$ cat config.mk
export PLATFORM = sky130hd
export DESIGN_NAME = running_median_filter
export DESIGN_NICKNAME = d
export VERILOG_FILES = /design/src/design/rmf_pkg.sv /design/src/design/running_median_filter.sv
export SDC_FILE = /design/constraint.sdc
export NUM_CORES = 1
export LEC_CHECK = 0
export BUFFER_PORTS_ARGS = -buffer_cell sky130_fd_sc_hd__buf_2
export CORE_ASPECT_RATIO = 0.6
export CORE_MARGIN = 2
export CORE_UTILIZATION = 45
export DETAILED_ROUTE_END_ITERATION = 6
export PLACE_DENSITY = 0.68
export SLEW_MARGIN = 10
export SYNTH_ARGS = -nofsm -noshare
export SYNTH_HDL_FRONTEND = slang
export SYNTH_SLANG_ARGS = --single-unit
export TNS_END_PERCENT = 30
$ cat constraint.sdc
create_clock -name clk -period 14.4 [get_ports clk]
set_input_delay 1.44 -clock clk [delete_from_list [all_inputs] [get_ports clk]]
set_output_delay 1.44 -clock clk [all_outputs]
set_load 0.03 [all_outputs]
$ cat src/design/rmf_pkg.sv
`default_nettype none
package rmf_pkg;

  // Window size and derived widths.
  localparam int WINDOW_LENGTH = 5;
  localparam int IDX_W   = (WINDOW_LENGTH > 1) ? $clog2(WINDOW_LENGTH) : 1;
  localparam int CNT_W   = $clog2(WINDOW_LENGTH + 1);
  localparam int MED_IDX = (WINDOW_LENGTH - 1) / 2;
  localparam int DATA_W  = 8;

  typedef logic [DATA_W-1:0] sample_t;

  typedef enum logic [1:0] {
    S_IDLE,
    S_SCAN,
    S_DONE
  } rmf_state_t;

endpackage
`default_nettype wire

$ cat src/design/running_median_filter.sv
`default_nettype none
// Running median filter over the last WINDOW_LENGTH detected samples.
//
// Input channel (in_valid/in_ready): one transaction carries in_sample and
// in_detected. A detected sample is shifted into the window, the oldest
// entry drops out, and the lower median of the window is returned. An
// undetected transaction leaves the window alone and returns 0.
// Output channel (out_valid/out_ready): one transaction per input, carrying
// out_median, in input order.
//
// Throughput: one item at a time. The median is found by a shared rank unit
// that tests one window entry per cycle against the whole window; a detected
// item is scanned from the oldest entry until one holds the median rank or
// the last entry is reached, while an undetected one skips the scan. A new
// item is taken only after the last result has moved to the output register.
// The output register holds a finished result while the receiver stalls;
// the next input is still taken and worked on, and its result waits until
// the output register frees up.
// Reset (rst_n low, synchronous) clears the window to zeros and empties the
// output register; the reset zeros take part in medians as ordinary values.
module running_median_filter (
  input  wire logic            clk,
  input  wire logic            rst_n,
  input  wire logic            in_valid,
  output logic                 in_ready,
  input  wire rmf_pkg::sample_t in_sample,
  input  wire logic            in_detected,
  output logic                 out_valid,
  input  wire logic            out_ready,
  output rmf_pkg::sample_t     out_median
);
  import rmf_pkg::*;

  rmf_state_t        state_r, state_nxt;
  sample_t           win_r [WINDOW_LENGTH];
  logic [IDX_W-1:0]  cand_r;
  sample_t           res_r;
  logic              out_valid_r;
  sample_t           out_median_r;

  logic              in_fire;
  logic              load_out;
  logic              scan_hit;
  logic              scan_last;
  sample_t           cand;
  logic [CNT_W-1:0]  cnt_lt;
  logic [CNT_W-1:0]  cnt_le;

  assign in_fire   = in_valid && in_ready;
  assign scan_last = (cand_r == IDX_W'(WINDOW_LENGTH - 1));

  // Rank unit: count entries below and not above the current candidate.
  always_comb begin
    cand   = win_r[cand_r];
    cnt_lt = '0;
    cnt_le = '0;
    for (int j = 0; j < WINDOW_LENGTH; j++) begin
      cnt_lt = cnt_lt + CNT_W'(win_r[j] <  cand);
      cnt_le = cnt_le + CNT_W'(win_r[j] <= cand);
    end
    // Candidate sits at the median position of the sorted window.
    scan_hit = (cnt_lt <= CNT_W'(MED_IDX)) && (cnt_le > CNT_W'(MED_IDX));
  end

  // Next state.
  always_comb begin
    state_nxt = state_r;
    unique case (state_r)
      S_IDLE: begin
        if (in_fire) begin
          state_nxt = in_detected ? S_SCAN : S_DONE;
        end
      end
      S_SCAN: begin
        if (scan_hit || scan_last) begin
          state_nxt = S_DONE;
        end
      end
      S_DONE: begin
        if (!out_valid_r || out_ready) begin
          state_nxt = S_IDLE;
        end
      end
      default: state_nxt = S_IDLE;
    endcase
  end

  // Outputs of the sequencer.
  always_comb begin
    in_ready = 1'b0;
    load_out = 1'b0;
    unique case (state_r)
      S_IDLE:  in_ready = 1'b1;
      S_SCAN:  ;
      S_DONE:  load_out = !out_valid_r || out_ready;
      default: ;
    endcase
  end

  always_ff @(posedge clk) begin
    if (!rst_n) begin
      state_r     <= S_IDLE;
      out_valid_r <= 1'b0;
      cand_r      <= '0;
      for (int i = 0; i < WINDOW_LENGTH; i++) begin
        win_r[i] <= '0;
      end
    end else begin
      state_r <= state_nxt;

      // Shift a detected sample in; drop the oldest.
      if (in_fire) begin
        cand_r <= '0;
        if (in_detected) begin
          for (int i = 0; i < WINDOW_LENGTH - 1; i++) begin
            win_r[i] <= win_r[i+1];
          end
          win_r[WINDOW_LENGTH-1] <= in_sample;
        end
      end else if (state_r == S_SCAN && !scan_hit && !scan_last) begin
        cand_r <= cand_r + 1'b1;
      end

      // Hold a result until the receiver takes it.
      if (load_out) begin
        out_valid_r <= 1'b1;
      end else if (out_ready) begin
        out_valid_r <= 1'b0;
      end
    end
  end

  // Payload registers.
  always_ff @(posedge clk) begin
    if (in_fire && !in_detected) begin
      res_r <= '0;
    end else if (state_r == S_SCAN && (scan_hit || scan_last)) begin
      res_r <= cand;
    end
    if (load_out) begin
      out_median_r <= res_r;
    end
  end

  assign out_valid  = out_valid_r;
  assign out_median = out_median_r;

  // An accepted item always leaves the idle state.
  a_busy_after_accept: assert property (@(posedge clk) disable iff (!rst_n)
    in_fire |=> (state_r != S_IDLE))
    else $error("sequencer stayed idle after an accepted transaction");

  // Loading the output register raises out_valid.
  a_load_sets_valid: assert property (@(posedge clk) disable iff (!rst_n)
    load_out |=> out_valid)
    else $error("out_valid low after result load");

  // An undetected item answers zero without scanning.
  a_undetected_skips_scan: assert property (@(posedge clk) disable iff (!rst_n)
    (in_fire && !in_detected) |=> (state_r == S_DONE && res_r == '0))
    else $error("undetected transaction did not go straight to a zero result");

  // A candidate that fails the rank test never lies beyond the last window entry.
  a_scan_in_range: assert property (@(posedge clk) disable iff (!rst_n)
    (state_r == S_SCAN && !scan_hit) |-> (cand_r <= IDX_W'(WINDOW_LENGTH - 1)))
    else $error("candidate index ran past the window");

endmodule
`default_nettype wire

==> out/results.ini <==
[yosys]
syn_avg_cell_area_um2 = 11.64
ys_ff_latch = 65
synth_seq_area_share = 0.4769
synth_area_leader_cell = edfxtp_1
synth_adder_area_share = 0.1755
synth_compound_area_frac = 0.06296
synth-simple-area-share = 0.1487
ys_types = 37
synthMuxAreaShare = 0.09176
synth_commonest_cells = 48 x edfxtp_1, 46 x ha_1, 37 x and2_1
yosys_warnings = 0
ys.flop_type = edfxtp_1
synth_fp_nets = 384
synth.most_common_cell = edfxtp_1
synth_top_family_by_area = adder cells
synthCells = 321
synth_xor_area_frac = 0.004689
syn_area_um2 = 3736
synth_edf_count = 48
yosys.area.top_type_share = 0.3858
async_reset_ff_frac = 0
synth_area_leaders = edfxtp_1 39%, ha_1 15%, dfxtp_1 9.1%

[cells_and_area]
fillerInstances = 694
layout-drive-gt1-share = 0.1473
fin_nets = 411
regArea_um2 = 1782
synthToLayoutAreaGrowth_pct = 12.32
multi_input_comb_area_um2 = 1807
diodes = 0

[placement]
pre_cts_slack_ps = 8869
hpwl_um = 5839
port_buffers = 22
place_congestion = 0.8548

[sta]
whs_ps = 427.0
tns_ps = 0
slew_headroom = 0.4832
hold_violations = 0
period_share = 0.3837
max_slew.worst_pin.slew_ps = 753.7
rsz0062_at_grt = false
fin_worst_skew_ps = 5.233
slew_violations = 0
setup_slack_ps = 8875
max_freq_ghz = 0.1810
finalSetupViolCount = 0
fin_crit_ps = 5525

[detailed_routing]
antenna_left = 0
wirelength_um = 7665
via_per_inst = 5.297
drcViolationCount = 0
wl_per_cell_um = 16.63
vias = 2442
dr.pass1.iters = 4
dr.first_iter.drc_count = 164

[worst_setup_path]
crit_type = reg -> reg
r2r_cells = 15
critPathCaptureType = register
worstPathRequired_ps = 14660
start_kind = register
cp_slowest_cell = dfxtp_1
reg2reg_slack_ps = 8870
cp_max_fo = 9
crit_path_cell_trace = mux4_2 > mux2i_1 > ha_1 > and3_1 > a221o_1 > a21oi_1 > a31oi_1 > fa_1 > inv_1 > fa_1 > ha_1 > a221oi_2 > o21a_1 > mux2_2 > nor2_1
cp_slowest_stage_delay_ps = 610
crit_arrival_ps = 5790

[grt]
grt-ovfl-total = 0
grt_pass1_vias = 2359
grt_pass1_wl_um = 12540
grt_usage = 0.1916
antenna_found_initial = 0
grt_max_degree = 41

[worst_hold_path]
hold_class = reg -> reg
hold_depth = 0

[power]
clkPwrFrac = 0.298
p_leak_nw = 1.721
p_per_area_nw_per_um2 = 148.7
switching_share = 0.3238
internal_power_mw = 0.4219
combPwrFrac = 0.308
power_switching_mw = 0.2021
ir_drop_v = 0.00007507
power_frac_seq = 0.393

[outcome]
status = finished, final reports clean

[clock_network]
root_buffer = clkbuf_16
cts_buffers = 9
cts_buffer_depth = 2
cts.reportedPaths.clkPinSlew_ps = 50
clk_latency_ps = 330
cts_resized = 0
cts_tree = done
hold_buffers = 0
cts_max_level = 3
clock-sinks = 65
post-cts-setup-buffer-count = 0

[run]
maxCapViolCount = 0

[floorplan]
coreArea_um2 = 7976
placementRows = 25
io_pins = 23
die_y_um = 74.58
fp.dieW_um = 121.6
die_area_um2 = 9071
initial_core_util = 0.4684

-- area by class of cell --
cell class	count	area share
well taps	108	0.03220
clock buffers	10	0.05456
flip-flops and latches	65	0.4246
inverters	27	0.02415
multi-input cells	222	0.4305
clock inverters	6	0.005963
repair buffers	23	0.02803
-- layout by cell type (no fill, tap or decap), types with 2 or more instances in the layout --
cell and instances:
nor2_1 29, buf_2 22, o21ai_0 8, and2_1 37, fa_1 4, xnor2_1 2, inv_1 27, dfxtp_1 17
clkinv_2 2, nand2b_1 3, a31oi_1 2, a211oi_1 2, mux4_2 7, edfxtp_1 48, nand3_1 3, mux2i_1 8
nand2_1 19, nor3_1 5, clkinv_1 4, clkbuf_16 9, nand4_1 2, a21oi_1 23, nor2b_1 2, o22ai_1 2
mux2_2 7, ha_1 46
-- final timing paths --
path | start | end
worst min register to register | res_r[7] | out_median[7]
worst max register to register | register | res_r[3]
worst max-delay path | register | res_r[3]
worst min-delay path | res_r[7] | out_median[7]
-- cell families (layout without fill, tap and decap cells) --
family / count (synthesis) / count (layout)
multiplexers: 23 / 23
buffers and inverters: 34 / 66
flip-flops: 65 / 65
AO/OA/AOI/OAI: 41 / 41
AND/OR/NAND/NOR: 106 / 106
adder cells (fa/ha/maj): 50 / 50
XOR/XNOR: 2 / 2
-- through the flow --
| step | utilization | cells | total power [mW] | cell area [µm²] |
|---|---|---|---|---|
| after floorplan | - | 321 | 0.3921 | 3736 |
| after global placement | 0.4943 | 445 | 0.4300 | 3943 |
| after detailed placement | 0.4943 | 445 | 0.4407 | 3943 |
| after CTS | 0.5261 | 461 | 0.6299 | 4197 |
| after global routing | 0.5261 | 461 | 0.6656 | 4197 |
| final | 0.5261 | 461 | 0.6240 | 4197 |
-- routing by layer --
layer  vias to the layer above  global-route usage  part of all wire
met4                         0             0.07024             0.012
met3                         8             0.05675             0.061
met2                        58              0.2603              0.39
li1                       1194                   -                 -
met5                         -                   0                 0
met1                      1182              0.2880              0.54
-- worst max-delay path: cells and delay by family, from the launching register on --
family                     cells  cell delay, ps
adders and majority gates      4            1590
AOI/OAI and AO/OA              5            1500
DFF                            1             610
buffers and inverters          1              60
and+or+nand+nor                2             300
muxes                          3            1410
-- sequential cells by signal (all words and copies together), names as in the netlist, named ones only --
name        cells
out_valid       1
res_r           8
state_r         2
win_r          40
out_median      8
cand_r          3
-- power groups by stage --
stage	Combinational, mW	Sequential [mW]	Clock, mW
after floorplan	0.146	0.246	0
after global placement	0.182	0.248	0
after detailed placement	0.192	0.249	0
after CTS	0.193	0.245	0.192
after global routing	0.220	0.248	0.198
final	0.192	0.245	0.186
Power figures use the tool's default switching activity.
